`src/hw/rtl/assert_macros.svh`:
```
// Assertion helpers for the RTL core file.
`ifndef ASSERT_MACROS_SVH
`define ASSERT_MACROS_SVH

`ifndef ASSERT_OFF

`define ASSERT_ALWAYS(lbl, clk, rst_n, expr) \
    lbl: assert property (@(posedge clk) disable iff (!(rst_n)) (expr)) \
        else $error("assertion failed");

`define ASSERT_IMPLIES(lbl, clk, rst_n, ante, cons) \
    lbl: assert property (@(posedge clk) disable iff (!(rst_n)) (ante) |-> (cons)) \
        else $error("assertion failed");

`else

`define ASSERT_ALWAYS(lbl, clk, rst_n, expr)

`define ASSERT_IMPLIES(lbl, clk, rst_n, ante, cons)

`endif

`endif

```
`src/hw/rtl/fptc_pkg.sv`:
```
package fptc_pkg;

    localparam int TEMP_W  = 9;
    localparam int ON_W    = 7;
    localparam int DUTY_W  = 9;
    localparam int KICK_W  = 14;
    localparam int PHASE_W = 9;
    localparam int DIV_W   = 9;
    localparam int DELTA_W = 8;
    localparam int NUM_W   = DELTA_W + DUTY_W;
    localparam int DCNT_W  = $clog2(NUM_W + 1);
    localparam int K_W     = 3;

    localparam int CFG_IDX_W  = 2;
    localparam int CFG_DATA_W = ON_W;

    localparam int QUEUE_DEPTH = 2;
    localparam int QPTR_W      = $clog2(QUEUE_DEPTH);

    localparam logic [CFG_IDX_W-1:0] CFG_FAN_ON_TEMP = 2'd0;
    localparam logic [CFG_IDX_W-1:0] CFG_FAN_MODE    = 2'd1;

    localparam logic [ON_W-1:0] ON_TEMP_RESET  = 7'd30;
    localparam logic            FAN_MODE_RESET = 1'b1;

    localparam logic [DUTY_W-1:0] PWM_PERIOD = 9'd300;
    localparam logic [KICK_W-1:0] KICK_TICKS = 14'd10000;
    localparam logic [DUTY_W-1:0] MIN_DUTY   = 9'd30;

    localparam logic signed [TEMP_W-1:0] BAND_40 = 9'sd40;
    localparam logic signed [TEMP_W-1:0] BAND_50 = 9'sd50;
    localparam logic signed [TEMP_W-1:0] BAND_60 = 9'sd60;

    localparam logic [K_W-1:0] K_BELOW_40 = 3'd4;
    localparam logic [K_W-1:0] K_40_49    = 3'd3;
    localparam logic [K_W-1:0] K_50_59    = 3'd2;
    localparam logic [K_W-1:0] K_60_UP    = 3'd1;

    typedef enum logic [1:0] {
        CLS_COLD,
        CLS_FULL,
        CLS_PWM
    } t_item_class;

    typedef struct packed {
        t_item_class             cls;
        logic signed [TEMP_W-1:0] temperature;
        logic                    high_power;
        logic [ON_W-1:0]         on_temp;
    } t_queue_item;

    typedef enum logic [1:0] {
        ST_IDLE,
        ST_DIV,
        ST_EMIT
    } t_back_state;

endpackage

```
`src/hw/rtl/fptc_front.sv`:
```
module fptc_front (
    input  logic                              i_clk,
    input  logic                              i_rst_n,
    input  logic                              i_valid,
    output logic                              o_stall,
    input  logic signed [fptc_pkg::TEMP_W-1:0] i_temperature,
    input  logic                              i_high_power,
    input  logic                              i_cfg_we,
    input  logic [fptc_pkg::CFG_IDX_W-1:0]    i_cfg_idx,
    input  logic [fptc_pkg::CFG_DATA_W-1:0]   i_cfg_data,
    input  logic                              i_queue_full,
    output logic                              o_push,
    output fptc_pkg::t_queue_item             o_item
);
    import fptc_pkg::*;

    logic [ON_W-1:0] r_on_temp;
    logic            r_fan_mode;
    logic            cold;

    always_ff @(posedge i_clk) begin
        if (!i_rst_n) begin
            r_on_temp  <= ON_TEMP_RESET;
            r_fan_mode <= FAN_MODE_RESET;
        end else if (i_cfg_we) begin
            unique case (i_cfg_idx)
                CFG_FAN_ON_TEMP: r_on_temp  <= i_cfg_data[ON_W-1:0];
                CFG_FAN_MODE:    r_fan_mode <= i_cfg_data[0];
                default: ;
            endcase
        end
    end

    assign cold    = i_temperature < $signed({{(TEMP_W-ON_W){1'b0}}, r_on_temp});
    assign o_stall = i_queue_full;
    assign o_push  = i_valid && !i_queue_full;

    always_comb begin
        o_item.temperature = i_temperature;
        o_item.high_power  = i_high_power;
        o_item.on_temp     = r_on_temp;
        if (cold) begin
            o_item.cls = CLS_COLD;
        end else if (r_fan_mode) begin
            o_item.cls = CLS_FULL;
        end else begin
            o_item.cls = CLS_PWM;
        end
    end

endmodule

```
`src/hw/rtl/fptc_queue.sv`:
```
module fptc_queue (
    input  logic                  i_clk,
    input  logic                  i_rst_n,
    input  logic                  i_push,
    input  fptc_pkg::t_queue_item i_item,
    output logic                  o_full,
    output logic                  o_valid,
    output fptc_pkg::t_queue_item o_item,
    input  logic                  i_pop
);
    import fptc_pkg::*;

    t_queue_item       r_mem [QUEUE_DEPTH];
    logic [QPTR_W-1:0] r_wr_ptr;
    logic [QPTR_W-1:0] r_rd_ptr;
    logic [QPTR_W:0]   r_count;
    logic              do_push;
    logic              do_pop;

    assign o_full  = r_count == (QPTR_W + 1)'(QUEUE_DEPTH);
    assign o_valid = r_count != '0;
    assign o_item  = r_mem[r_rd_ptr];
    assign do_push = i_push && !o_full;
    assign do_pop  = i_pop && o_valid;

    always_ff @(posedge i_clk) begin
        if (do_push) begin
            r_mem[r_wr_ptr] <= i_item;
        end
    end

    always_ff @(posedge i_clk) begin
        if (!i_rst_n) begin
            r_wr_ptr <= '0;
            r_rd_ptr <= '0;
            r_count  <= '0;
        end else begin
            if (do_push) begin
                r_wr_ptr <= r_wr_ptr + 1'b1;
            end
            if (do_pop) begin
                r_rd_ptr <= r_rd_ptr + 1'b1;
            end
            if (do_push && !do_pop) begin
                r_count <= r_count + 1'b1;
            end else if (do_pop && !do_push) begin
                r_count <= r_count - 1'b1;
            end
        end
    end

endmodule

```
`src/hw/rtl/fptc_back.sv`:
```
module fptc_back (
    input  logic                           i_clk,
    input  logic                           i_rst_n,
    input  logic                           i_q_valid,
    input  fptc_pkg::t_queue_item          i_q_item,
    output logic                           o_pop,
    output logic                           o_valid,
    input  logic                           i_stall,
    output logic                           o_fan_level,
    output logic [fptc_pkg::DUTY_W-1:0]    o_duty_ticks,
    output logic                           o_kicking
);
    import fptc_pkg::*;

    t_back_state        r_state;
    t_back_state        n_state;
    t_queue_item        r_item;
    logic [NUM_W-1:0]   r_num;
    logic [DIV_W-1:0]   r_rem;
    logic [DIV_W-1:0]   r_div;
    logic [DCNT_W-1:0]  r_cnt;
    logic [DUTY_W-1:0]  r_duty;

    logic               r_pwm_running;
    logic               r_kick_pending;
    logic [KICK_W-1:0]  r_kick_cnt;
    logic [PHASE_W-1:0] r_phase;
    logic [DUTY_W-1:0]  r_mark;
    logic               r_last_hp;

    logic               n_pwm_running;
    logic               n_kick_pending;
    logic [KICK_W-1:0]  n_kick_cnt;
    logic [PHASE_W-1:0] n_phase;
    logic [DUTY_W-1:0]  n_mark;
    logic               n_last_hp;
    logic               n_level;
    logic               n_kick;
    logic [DUTY_W-1:0]  n_duty_out;

    logic               r_out_valid;
    logic               r_out_level;
    logic [DUTY_W-1:0]  r_out_duty;
    logic               r_out_kick;

    logic               out_free;
    logic               load_out;
    logic               div_step;
    logic               start_div;

    logic [DELTA_W-1:0] delta;
    logic [K_W-1:0]     k_sel;
    logic [ON_W+K_W-1:0] div_prod;
    logic [DIV_W:0]     rem_sh;
    logic               rem_ge;
    logic [DIV_W:0]     rem_nx;
    logic [NUM_W-1:0]   quo_nx;
    logic [DUTY_W-1:0]  quo_clamped;
    logic [PHASE_W:0]   phase_sum;

    assign out_free = !r_out_valid || !i_stall;

    // Next state.
    always_comb begin
        n_state = r_state;
        unique case (r_state)
            ST_IDLE: begin
                if (i_q_valid) begin
                    if (i_q_item.cls == CLS_PWM && i_q_item.on_temp != '0) begin
                        n_state = ST_DIV;
                    end else begin
                        n_state = ST_EMIT;
                    end
                end
            end
            ST_DIV: begin
                if (r_cnt == DCNT_W'(1)) begin
                    n_state = ST_EMIT;
                end
            end
            ST_EMIT: begin
                if (out_free) begin
                    n_state = ST_IDLE;
                end
            end
            default: n_state = ST_IDLE;
        endcase
    end

    // State outputs.
    always_comb begin
        o_pop     = 1'b0;
        load_out  = 1'b0;
        div_step  = 1'b0;
        start_div = 1'b0;
        unique case (r_state)
            ST_IDLE: begin
                o_pop     = i_q_valid;
                start_div = i_q_valid;
            end
            ST_DIV:  div_step = 1'b1;
            ST_EMIT: load_out = out_free;
            default: ;
        endcase
    end

    always_comb begin
        delta = i_q_item.temperature[DELTA_W-1:0] - DELTA_W'(i_q_item.on_temp);
        if (i_q_item.temperature < BAND_40) begin
            k_sel = K_BELOW_40;
        end else if (i_q_item.temperature < BAND_50) begin
            k_sel = K_40_49;
        end else if (i_q_item.temperature < BAND_60) begin
            k_sel = K_50_59;
        end else begin
            k_sel = K_60_UP;
        end
        div_prod = (ON_W + K_W)'(i_q_item.on_temp) * (ON_W + K_W)'(k_sel);
    end

    always_comb begin
        rem_sh = {r_rem, r_num[NUM_W-1]};
        rem_ge = rem_sh >= {1'b0, r_div};
        rem_nx = rem_ge ? rem_sh - {1'b0, r_div} : rem_sh;
        quo_nx = {r_num[NUM_W-2:0], rem_ge};
        quo_clamped = DUTY_W'(quo_nx);
        if (quo_nx <= NUM_W'(MIN_DUTY)) begin
            quo_clamped = MIN_DUTY;
        end
        if (NUM_W'(quo_clamped) >= NUM_W'(PWM_PERIOD) || quo_nx >= NUM_W'(PWM_PERIOD)) begin
            quo_clamped = PWM_PERIOD;
        end
    end

    // Tick update for the item being emitted.
    always_comb begin
        n_pwm_running  = r_pwm_running;
        n_kick_pending = r_kick_pending;
        n_kick_cnt     = r_kick_cnt;
        n_phase        = r_phase;
        n_mark         = r_mark;
        n_last_hp      = r_last_hp;
        n_level        = 1'b0;
        n_kick         = 1'b0;
        n_duty_out     = '0;
        phase_sum      = '0;
        case (r_item.cls)
            CLS_COLD: begin
                n_pwm_running  = 1'b0;
                n_kick_pending = 1'b1;
                n_kick_cnt     = '0;
                n_phase        = '0;
            end
            CLS_FULL: begin
                n_last_hp      = r_item.high_power;
                n_pwm_running  = 1'b0;
                n_kick_pending = 1'b1;
                n_level        = 1'b1;
            end
            default: begin
                n_last_hp = r_item.high_power;
                if (r_item.high_power && !r_last_hp) begin
                    n_kick_pending = 1'b1;
                end
                if (!r_pwm_running) begin
                    n_pwm_running = 1'b1;
                    n_mark        = '0;
                    n_phase       = '0;
                    n_kick_cnt    = '0;
                end
                n_duty_out = r_duty;
                if (n_kick_pending) begin
                    n_level    = 1'b1;
                    n_kick     = 1'b1;
                    n_kick_cnt = n_kick_cnt + 1'b1;
                    if (n_kick_cnt >= KICK_TICKS) begin
                        n_kick_pending = 1'b0;
                        n_kick_cnt     = '0;
                        n_phase        = '0;
                    end
                end else begin
                    if (n_phase == '0) begin
                        n_mark = r_duty;
                    end
                    n_level   = DUTY_W'(n_phase) < n_mark;
                    phase_sum = {1'b0, n_phase} + 1'b1;
                    if (phase_sum >= (PHASE_W + 1)'(PWM_PERIOD)) begin
                        n_phase = '0;
                    end else begin
                        n_phase = phase_sum[PHASE_W-1:0];
                    end
                end
            end
        endcase
    end

    always_ff @(posedge i_clk) begin
        if (start_div) begin
            r_item <= i_q_item;
            r_num  <= NUM_W'(delta) * NUM_W'(PWM_PERIOD);
            r_div  <= div_prod[DIV_W-1:0];
            r_rem  <= '0;
            r_cnt  <= DCNT_W'(NUM_W);
            r_duty <= (i_q_item.cls == CLS_PWM) ? PWM_PERIOD : '0;
        end else if (div_step) begin
            r_rem <= rem_nx[DIV_W-1:0];
            r_num <= quo_nx;
            r_cnt <= r_cnt - 1'b1;
            if (r_cnt == DCNT_W'(1)) begin
                r_duty <= quo_clamped;
            end
        end
        if (load_out) begin
            r_out_level <= n_level;
            r_out_duty  <= n_duty_out;
            r_out_kick  <= n_kick;
        end
    end

    always_ff @(posedge i_clk) begin
        if (!i_rst_n) begin
            r_state        <= ST_IDLE;
            r_out_valid    <= 1'b0;
            r_pwm_running  <= 1'b0;
            r_kick_pending <= 1'b1;
            r_kick_cnt     <= '0;
            r_phase        <= '0;
            r_mark         <= '0;
            r_last_hp      <= 1'b1;
        end else begin
            r_state <= n_state;
            if (load_out) begin
                r_out_valid    <= 1'b1;
                r_pwm_running  <= n_pwm_running;
                r_kick_pending <= n_kick_pending;
                r_kick_cnt     <= n_kick_cnt;
                r_phase        <= n_phase;
                r_mark         <= n_mark;
                r_last_hp      <= n_last_hp;
            end else if (!i_stall) begin
                r_out_valid <= 1'b0;
            end
        end
    end

    assign o_valid      = r_out_valid;
    assign o_fan_level  = r_out_level;
    assign o_duty_ticks = r_out_duty;
    assign o_kicking    = r_out_kick;

endmodule

```
`src/hw/rtl/fan_pwm_temperature_controller_core.sv`:
```
// Path: an accepted item is written into the queue, taken by the back end in ST_IDLE,
// run through ST_DIV (a 17-step restoring divider) if proportional with a nonzero on_temp,
// and loaded into the one-result output register in ST_EMIT once that register is free.
// The back end takes no new item from the queue until the last one has left ST_EMIT.
// Reset: i_rst_n is synchronous and active low; it empties the queue, clears the
// output valid flag and loads the fan state and both configuration registers.
`include "assert_macros.svh"

module fan_pwm_temperature_controller_core (
    input  logic                              i_clk,
    input  logic                              i_rst_n,
    input  logic                              i_valid,
    output logic                              o_stall,
    input  logic signed [fptc_pkg::TEMP_W-1:0] i_temperature,
    input  logic                              i_high_power,
    input  logic                              i_cfg_we,
    input  logic [fptc_pkg::CFG_IDX_W-1:0]    i_cfg_idx,
    input  logic [fptc_pkg::CFG_DATA_W-1:0]   i_cfg_data,
    output logic                              o_valid,
    input  logic                              i_stall,
    output logic                              o_fan_level,
    output logic [fptc_pkg::DUTY_W-1:0]       o_duty_ticks,
    output logic                              o_kicking
);
    import fptc_pkg::*;

    t_queue_item front_item;
    t_queue_item queue_item;
    logic        push;
    logic        queue_full;
    logic        queue_valid;
    logic        pop;

    fptc_front u_front (
        .i_clk         (i_clk),
        .i_rst_n       (i_rst_n),
        .i_valid       (i_valid),
        .o_stall       (o_stall),
        .i_temperature (i_temperature),
        .i_high_power  (i_high_power),
        .i_cfg_we      (i_cfg_we),
        .i_cfg_idx     (i_cfg_idx),
        .i_cfg_data    (i_cfg_data),
        .i_queue_full  (queue_full),
        .o_push        (push),
        .o_item        (front_item)
    );

    fptc_queue u_queue (
        .i_clk   (i_clk),
        .i_rst_n (i_rst_n),
        .i_push  (push),
        .i_item  (front_item),
        .o_full  (queue_full),
        .o_valid (queue_valid),
        .o_item  (queue_item),
        .i_pop   (pop)
    );

    fptc_back u_back (
        .i_clk        (i_clk),
        .i_rst_n      (i_rst_n),
        .i_q_valid    (queue_valid),
        .i_q_item     (queue_item),
        .o_pop        (pop),
        .o_valid      (o_valid),
        .i_stall      (i_stall),
        .o_fan_level  (o_fan_level),
        .o_duty_ticks (o_duty_ticks),
        .o_kicking    (o_kicking)
    );

    `ASSERT_IMPLIES(a_duty_range, i_clk, i_rst_n, o_valid && o_duty_ticks != '0, o_duty_ticks >= MIN_DUTY && o_duty_ticks <= PWM_PERIOD)
    `ASSERT_IMPLIES(a_kick_drives_pin, i_clk, i_rst_n, o_valid && o_kicking, o_fan_level)
    `ASSERT_IMPLIES(a_kick_only_in_pwm, i_clk, i_rst_n, o_valid && o_duty_ticks == '0, !o_kicking)
    `ASSERT_ALWAYS(a_no_push_when_full, i_clk, i_rst_n, !(push && queue_full))

endmodule

```
`config.mk`:
```
export PLATFORM = sky130hd
export DESIGN_NAME = fan_pwm_temperature_controller_core
export DESIGN_NICKNAME = d
export VERILOG_FILES = /design/src/hw/rtl/fptc_pkg.sv /design/src/hw/rtl/fptc_front.sv /design/src/hw/rtl/fptc_queue.sv /design/src/hw/rtl/fptc_back.sv /design/src/hw/rtl/fan_pwm_temperature_controller_core.sv
export VERILOG_INCLUDE_DIRS = /design/src /design/src/hw/rtl
export SDC_FILE = /design/constraint.sdc
export NUM_CORES = 1
export LEC_CHECK = 0
export ABC_CLOCK_PERIOD_IN_PS = 12700
export BUFFER_PORTS_ARGS = -buffer_cell sky130_fd_sc_hd__buf_2
export CORE_ASPECT_RATIO = 1.1
export CORE_MARGIN = 4
export CORE_UTILIZATION = 45
export DETAILED_ROUTE_END_ITERATION = 10
export GPL_ROUTABILITY_DRIVEN = 0
export GPL_TIMING_DRIVEN = 0
export HOLD_SLACK_MARGIN = 0.15
export PLACE_DENSITY = 0.68
export SETUP_SLACK_MARGIN = 0.2
export SLEW_MARGIN = 10
export SYNTH_ARGS = -nofsm -noshare
export SYNTH_HDL_FRONTEND = slang
export SYNTH_SLANG_ARGS = --single-unit
```
`constraint.sdc`:
```
create_clock -name i_clk -period 12.7 [get_ports i_clk]
set_input_delay 1.27 -clock i_clk [delete_from_list [all_inputs] [get_ports i_clk]]
set_output_delay 1.27 -clock i_clk [all_outputs]
set_load 0.01 [all_outputs]
```
==> flow_metrics.py, run 1 <==
metrics = {
    "status": {
        "status": "finished, final reports clean",
    },
    "logic_synthesis": {
        "synth_edf_count": 85,
        "synthCells": 971,
        "syn_nets": 1090,
        "ys_warn_count": 0,
        "ys_ff_latch": 152,
        "avgSynthCellArea_um2": 9.75,
        "netlist_area_um2": 9470,
        "async_reset_ff_share_pct": 0,
        "synth_most_common_cell": "nand2_1",
        "synth_area_leaders": "edfxtp_1, dfxtp_1, ha_1",
        "yosys-top-cells-count": "nand2_1, edfxtp_1, ha_1",
        "ys.flop_type": "edfxtp_1",
        "ys_seq_area_share_pct": 41.1,
        "synth_top_area_share_pct": 27.0,
        "synth.distinct_cells": 75,
        "synth_top_cell_by_area": "edfxtp_1",
    },
    "layout": {
        "antennaDiodeCount": 0,
        "nFillCells": 1866,
        "drive_gt1_share_pct": 10.6,
        "nets": 1146,
        "fin_util_pct": 51.3,
        "instances_no_fill": 1296,
        "area_growth_syn_to_layout_pct": 11.9,
    },
    "setup_path": {
        "cp.required_ns": 12.85,
        "end_kind": "flip-flop",
        "crit_path_start_kind": "flip-flop",
        "critPathMaxFanout": 10,
        "critPathCapture": "u_back.r_num[13]$_DFFE_PP_",
        "reg2reg_slack_ns": 6.15,
        "critPathKind": "reg2reg",
        "arrival_ns": 6.69,
        "reg2reg_depth": 26,
        "regToRegEndpoint": "u_back.r_num[13]$_DFFE_PP_",
    },
    "detailed_routing": {
        "vias_per_cell": 5.67,
        "drcViolationCount": 0,
        "drt_iter0_drc": 341,
        "routed_wl_um": 21300,
        "vias": 7348,
        "postRouteAntennaNets": 0,
        "firstDrtPassIters": 5,
        "wire_per_inst_um": 16.4,
    },
    "place": {
        "dp_cells": 1264,
        "dpl.hpwl_um": 16000,
        "io_buffers": 36,
    },
    "sta": {
        "fin_tns_setup_ns": 0,
        "final_max_slew_viol_count": 0,
        "final-setup-viol-count": 0,
        "worst_slew_pin_slew_ns": 1.15,
        "fin_crit_ns": 6.55,
        "hold_viol": 0,
        "period_share_pct": 51.5,
        "finClkSkew_ns": 0.0157,
        "rsz0062_at_grt": "false",
        "hold-worst-slack_ns": 0.455,
        "maxSlewHeadroom_pct": 23.1,
        "fmax_ghz": 0.153,
    },
    "clock_tree": {
        "cts_max_level": 4,
        "cts_tree": "built",
        "clkTransAtPathRegs_ns": 0.06,
        "cts_resized": 0,
        "root_buffer": "clkbuf_16",
        "cts_buffers": 17,
        "cts.sinks": 152,
        "insertion_delay_ns": 0.43,
        "post_cts_buffers": 0,
        "hold_buffers": 0,
        "clock_path_buffers": 2,
    },
    "grt": {
        "grt_pass1_vias": 7205,
        "grt_max_degree": 22,
        "antenna_found_initial": 0,
        "overflow": 0,
        "grt_first_pass_wirelength_um": 35300,
        "grt.total_usage_pct": 18.3,
    },
    "min_path": {
        "hold_start": "u_front.r_on_temp[5]$_SDFFE_PN0P_",
        "hold_path_class": "reg2reg",
    },
    "floorplanning": {
        "fp.dieH_um": 160,
        "coreArea_um2": 20600,
        "std_cell_rows": 55,
        "dieWidth_um": 146,
        "start_util_pct": 45.8,
        "die_area_um2": 23400,
        "io_pins": 37,
    },
    "job": {
        "max_cap_viol_count": 0,
    },
}
-- layer usage --
layer  global-route usage, %  up-vias  wire (um)
li1                        -     3644          -
met3                    2.81       28        990
met5                       0        -          0
met4                    6.07        0        363
met1                    23.3     3509       9540
met2                    31.9      167      10400
-- kinds of logic after synthesis --
logic type	Yosys count	synth area share [%]
AOI/OAI and AO/OA	225	16.3
muxes	26	2.91
buffers and inverters	109	4.52
and+or+nand+nor	323	17.7
DFF	152	41.1
adders and majority gates	95	13.7
xor gates and xnor gates	41	3.79
-- state kept, by name, indices dropped and copies added (netlist names), 2 cells and up, named ones only --
| name | flops |
|---|---|
| u_back.o_duty_ticks | 9 |
| u_back.r_cnt | 5 |
| u_back.r_div | 9 |
| u_back.r_duty | 9 |
| u_back.r_item | 3 |
| u_back.r_kick_cnt | 14 |
| u_back.r_mark | 9 |
| u_back.r_num | 17 |
| u_back.r_phase | 9 |
| u_back.r_rem | 9 |
| u_back.r_state | 2 |
| u_front.r_on_temp | 7 |
| u_queue.r_count | 2 |
| u_queue.r_mem | 38 |
-- how the worst min path moves through the flow --
| stage | endpoint | depth (start not counted) |
|---|---|---|
| after detailed placement | u_queue.r_mem[0][4]$_DFFE_PP_ | 0 |
| after CTS | u_queue.r_mem[1][2]$_DFFE_PP_ | 0 |
| final | u_queue.r_mem[0][5]$_DFFE_PP_ | 0 |
| after global placement | u_queue.r_mem[0][2]$_DFFE_PP_ | 0 |
| after global routing | u_queue.r_mem[1][4]$_DFFE_PP_ | 0 |
| after floorplan | u_queue.r_mem[0][1]$_DFFE_PP_ | 0 |
-- stage by stage --
step,area (um2),setup WS (ns)
floorplan,9470,6.98
global placement,9970,6.23
detailed placement,9990,6.12
CTS,10600,6.12
global route,10600,5.69
finish,10600,6.15
-- worst max-delay path, cell delays in order, from the launching register on --
cell      delay (ns)
dfxtp_1         0.30
buf_2           0.25
buf_1           0.59
mux2i_1         0.32
inv_1           0.11
ha_1            0.17
inv_1           0.06
fa_1            0.40
nand2_1         0.09
nand2_1         0.05
a21oi_1         0.22
o21bai_1        0.09
a21oi_1         0.17
xnor2_1         0.26
ha_1            0.32
ha_1            0.28
inv_1           0.05
fa_1            0.50
fa_1            0.54
inv_1           0.04
ha_1            0.22
or2_2           0.31
o311ai_0        0.44
nand2_1         0.09
nor2_1          0.14
xor2_1          0.17
o21ai_0         0.09
-- placed cells by master, fill, tap and decap left out, drive strengths merged, types with 4 or more instances in the layout --
cell	count
a211oi	4
a21boi	7
a21o	16
a21oi	45
a22o	7
a31oi	12
and2	34
and3	15
buf	49
clkbuf	43
clkinv	6
dfxtp	67
edfxtp	85
fa	14
ha	81
inv	76
mux2	12
mux2i	14
nand2	96
nand2b	8
nand3	28
nand4	17
nor2	51
nor2b	10
nor3	20
nor4	9
nor4b	5
o211ai	9
o21a	14
o21ai	56
o21bai	5
o22ai	6
o311ai	6
o31a	5
o41ai	4
or2	9
or3	6
xnor2	24
xor2	17
-- area by class of cell --
cell class              instances  area, um2  share of cell area, %
plain buffers                  37        158                   1.49
clock buffers                  18        429                   4.05
clock inverters                14        171                   1.62
inverters                      72        270                   2.55
multi-input cells             710       5150                   48.6
flip-flops and latches        152       3890                   36.8
well taps                     256        320                   3.03
repair buffers                 37        195                   1.84
Power of run 1 is not shown: default switching activity piles up to over one toggle a cycle in this logic, so the estimate is an artifact.
==> run 2: changes to the inputs <==
Settings changed: ABC_CLOCK_PERIOD_IN_PS 12700 to 5400, PLACE_DENSITY 0.68 to 0.7.
Clock period 12.7 ns to 5.4 ns, I/O delays scaled along.
==> run 2 against run 1 <==
Effect of this change: critical path type unchanged; largest cell class unchanged; via count is 0.35% higher; clock skew fell by 0.0057 ns; register-to-register slack worse by 6.0 ns; sequential share of layout area fell by 0.98 points; design area rose by 2.8%; critical path depth is 1 lower; non-clock buffer count grew 15; clock-buffer cell count is the same; hold slack got worse by 0.14 ns; first-iteration DRC count rose by 40%.
==> flow_metrics.py, run 2 (synthesized netlist as in run 1, its figures left out) <==
metrics = {
    "detailed_routing": {
        "wl_met1_um": 9690,
        "met3_length_um": 1000,
        "routed.top_layer": "met4",
        "drcViolationCount": 0,
        "dr_wl_met2_um": 10000,
        "postRouteAntennaNets": 0,
        "firstDrtPassIters": 5,
        "routed_wl_um": 21300,
        "drt_iter0_drc": 477,
        "vias": 7374,
        "vias_per_cell": 5.63,
        "wire_per_inst_um": 16.2,
    },
    "floorplanning": {
        "std_cell_rows": 55,
        "coreArea_um2": 20600,
        "io_pins": 37,
        "die_area_um2": 23400,
        "dieWidth_um": 146,
        "fp.dieH_um": 160,
        "start_util_pct": 45.8,
    },
    "sta": {
        "maxSlewHeadroom_pct": 19.5,
        "final_max_slew_viol_count": 0,
        "hold_viol": 0,
        "fmax_ghz": 0.191,
        "final-setup-viol-count": 0,
        "worst_slew_pin_slew_ns": 1.21,
        "period_share_pct": 97.2,
        "finClkSkew_ns": 0.0100,
        "fin_crit_ns": 5.25,
        "hold-worst-slack_ns": 0.312,
        "rsz0062_at_grt": "true",
    },
    "status": {
        "status": "finished, final reports clean",
    },
    "clock_tree": {
        "clock_path_buffers": 2,
        "insertion_delay_ns": 0.43,
        "cts_buffers": 17,
        "root_buffer": "clkbuf_16",
        "cts_tree": "built",
        "hold_buffers": 0,
        "cts_max_level": 4,
        "cts.sinks": 152,
        "clkTransAtPathRegs_ns": 0.06,
    },
    "setup_path": {
        "worst_path_max_delay_cell": "fa_1",
        "cp.required_ns": 5.56,
        "timing.critical_path.buf_inv": 6,
        "crit_path_start_kind": "flip-flop",
        "path_delay_family": "adder cells",
        "arrival_ns": 5.40,
        "critPathKind": "reg2reg",
        "crit_top_cell": "inv_2",
        "critPathMaxFanout": 6,
        "cpPeakStageDelay_ns": 0.56,
        "end_kind": "flip-flop",
    },
    "grt": {
        "grt_max_degree": 22,
        "grt.total_usage_pct": 18.0,
        "overflow": 0,
        "antenna_found_initial": 0,
        "grt_pass1_vias": 7098,
        "grt_first_pass_wirelength_um": 34800,
    },
    "job": {
        "max_cap_viol_count": 0,
    },
    "layout": {
        "instances_no_fill": 1310,
        "antennaDiodeCount": 0,
        "top_regs": "u_queue.r_mem x38, u_back.r_num x17, u_back.r_kick_cnt x14",
        "largest-register": "u_queue.r_mem",
        "layout_commonest_cell": "nand2_1",
        "fin_util_pct": 52.7,
        "largest_reg_flops": 38,
        "final_area_um2": 10900,
        "drive_gt1_share_pct": 14.3,
        "area_growth_syn_to_layout_pct": 15.0,
        "final_cell_mix": "nand2_1, edfxtp_1, ha_1",
        "nFillCells": 1810,
        "nets": 1161,
    },
    "place": {
        "dp_cells": 1264,
        "dpl.hpwl_um": 15700,
        "dpl_cell_area_um2": 10000,
        "io_buffers": 36,
    },
    "min_path": {
        "hold_path_class": "in2reg",
    },
}
==> run 2: stage by stage <==
step                      TNS, ns  setup slack (ns)
after floorplan                 0             0.231
after global placement      -1.59            -0.291
after detailed placement    -1.71            -0.333
after CTS                       0             0.203
after global routing       -0.280           -0.0940
final                           0             0.152
==> run 2: cell type report <==
| cell class | instances | area, um2 | share of cell area [%] |
|---|---|---|---|
| clock inverter | 13 | 169 | 1.55 |
| inverter | 72 | 270 | 2.48 |
| tap | 256 | 320 | 2.94 |
| timing repair buffer | 52 | 308 | 2.83 |
| sequential | 152 | 3890 | 35.8 |
| multi-input combinational | 710 | 5300 | 48.7 |
| buffer | 37 | 180 | 1.66 |
| clock buffer | 18 | 439 | 4.04 |
==> run 2: worst paths after layout <==
| path | start | to | slack, ns | depth (start not counted) |
|---|---|---|---|---|
| setup / recovery | flip-flop | u_back.r_num[11]$_DFFE_PP_ | 0.15 | 25 |
| hold / removal | i_temperature[7] | u_queue.r_mem[1][15]$_DFFE_PP_ | 0.31 | 1 |
| setup reg to reg | flip-flop | u_back.r_num[11]$_DFFE_PP_ | 0.15 | 25 |
| hold reg to reg | u_front.r_on_temp[6]$_SDFFE_PN0P_ | u_queue.r_mem[0][6]$_DFFE_PP_ | 0.45 | 0 |
==> run 2: repair_timing <==
item / in CTS / in global routing
endpoints found under the setup margin: 7 / 7
resized for setup: 22 / 16
pin swaps: 14 / 21
setup buffers: 5 / 10
==> run 2: routing by layer <==
layer,global-route usage (%),vias to the layer above
li1,-,3671
met1,23.7,3443
met2,29.9,219
met3,3.26,41
met4,6.59,0
met5,0,-
Power of run 2 is left out for the same reason.
==> run 3: changes to the inputs <==
Settings changed: CORE_UTILIZATION 45 to 43, PLACE_DENSITY 0.7 to 0.61.
==> run 3 against run 2 <==
Effect of this change: setup slack got worse by 0.047 ns; design area up 0.14%; fmax decreased by 0.88%; global-route usage up 0.31 points; critical path type unchanged; largest cell class unchanged.
==> flow_metrics.py, run 3 (synthesized netlist as in run 1, its figures left out) <==
metrics = {
    "grt": {
        "grt_first_pass_wirelength_um": 36100,
        "antenna_found_initial": 0,
        "grt_pass1_vias": 7082,
        "grt_max_degree": 22,
        "overflow": 0,
        "grt.total_usage_pct": 18.4,
    },
    "setup_path": {
        "cpPeakStageDelay_ns": 0.57,
        "crit_chain": "buf_6 > buf_12 > mux2i_4 > ha_2 > inv_2 > fa_2 > nand2_2 > nand2_2 > a21oi_2 > o21bai_1 > a21oi_2 > xnor2_2 > ha_4 > ha_4 > inv_2 > fa_1 > fa_1 > inv_2 > ha_4 > or2_4 > or3_1 > a31oi_1 > xor2_1 > o21ai_1",
        "path_delay_family": "adder cells",
        "crit_path_start_kind": "flip-flop",
        "timing.critical_path.buf_inv": 5,
        "critPathMaxFanout": 8,
        "end_kind": "flip-flop",
        "worst_path_max_delay_cell": "fa_1",
        "cp.required_ns": 5.56,
        "arrival_ns": 5.45,
        "critPathKind": "reg2reg",
    },
    "sta": {
        "fin_tns_setup_ns": 0,
        "final-setup-viol-count": 0,
        "worst_slew_pin_slew_ns": 1.19,
        "period_share_pct": 98.1,
        "finClkSkew_ns": 0.0114,
        "maxSlewHeadroom_pct": 20.8,
        "fin_crit_ns": 5.30,
        "final_max_slew_viol_count": 0,
        "rsz0062_at_grt": "true",
        "layout_setup_ws_ns": 0.105,
        "fmax_ghz": 0.189,
        "hold_viol": 0,
    },
    "layout": {
        "nets": 1156,
        "fin_util_pct": 50.7,
        "area_growth_syn_to_layout_pct": 15.1,
        "antennaDiodeCount": 0,
        "largest_reg_flops": 38,
        "layout_commonest_cell": "nand2_1",
        "top_regs": "u_queue.r_mem x38, u_back.r_num x17, u_back.r_kick_cnt x14",
        "drive_gt1_share_pct": 14.2,
        "nFillCells": 1999,
        "final_cell_mix": "nand2_1, edfxtp_1, ha_1",
        "largest-register": "u_queue.r_mem",
    },
    "place": {
        "dpl.hpwl_um": 16100,
        "dpl_worst_slack_ns": -0.453,
        "io_buffers": 36,
    },
    "min_path": {
        "hold_path_class": "in2reg",
    },
    "detailed_routing": {
        "routed_wl_um": 21700,
        "vias": 7255,
        "wire_per_inst_um": 16.2,
        "drcViolationCount": 0,
        "postRouteAntennaNets": 0,
        "firstDrtPassIters": 8,
        "vias_per_cell": 5.41,
        "drt_iter0_drc": 499,
    },
    "floorplanning": {
        "dieWidth_um": 149,
        "fp.dieH_um": 164,
        "io_pins": 37,
        "coreArea_um2": 21500,
        "std_cell_rows": 56,
        "start_util_pct": 44.0,
        "die_area_um2": 24500,
    },
    "job": {
        "max_cap_viol_count": 0,
    },
    "clock_tree": {
        "cts_tree": "built",
        "root_buffer": "clkbuf_16",
        "cts.sinks": 152,
        "clock_path_buffers": 2,
        "cts_buffers": 17,
        "cts_max_level": 4,
        "clkTransAtPathRegs_ns": 0.06,
        "insertion_delay_ns": 0.44,
    },
    "status": {
        "status": "finished, final reports clean",
    },
}
==> run 3: area by class of cell <==
class | instances | area, um2 | area share, %
timing repair buffer | 47 | 270 | 2.48
multi-input combinational | 710 | 5340 | 49.0
clock inverter | 14 | 148 | 1.35
sequential | 152 | 3890 | 35.7
tap | 290 | 363 | 3.33
buffer | 37 | 180 | 1.65
clock buffer | 18 | 429 | 3.94
inverter | 72 | 270 | 2.48
==> run 3: per-stage QoR <==
stage	cells	hold WS, ns	area (um2)
finish	1340	0.303	10900
global route	1340	0.296	10900
CTS	1337	0.292	10800
detailed placement	1298	0.442	10000
global placement	1297	0.434	10000
floorplan	971	0.426	9480
==> run 3: worst paths after layout <==
| kind | startpoint | to | slack (ns) | depth (start not counted) |
|---|---|---|---|---|
| worst min-delay path | i_high_power | u_queue.r_mem[1][7]$_DFFE_PP_ | 0.30 | 1 |
| worst max register to register | flip-flop | u_back.r_num[11]$_DFFE_PP_ | 0.10 | 24 |
| worst min register to register | u_front.r_on_temp[6]$_SDFFE_PN0P_ | u_queue.r_mem[0][6]$_DFFE_PP_ | 0.46 | 0 |
| worst max-delay path | flip-flop | u_back.r_num[11]$_DFFE_PP_ | 0.10 | 24 |
==> run 3: repair_timing <==
item                       4_1_cts  5_1_grt
buffers inserted                 7        3
hold buffers                     0        0
setup endpoints to repair        8        7
resized for setup               25       20
pin swaps                       17       22
==> run 3: metal layers <==
layer	share of wire, %	vias up	track usage, %	routed length (um)
li1	-	3668	-	-
met1	49	3428	25.4	10600
met3	3.4	19	2.69	737
met5	0	-	0	0
met2	47	140	30.2	10100
met4	1.3	0	4.91	282
Power of run 3 is left out for the same reason.
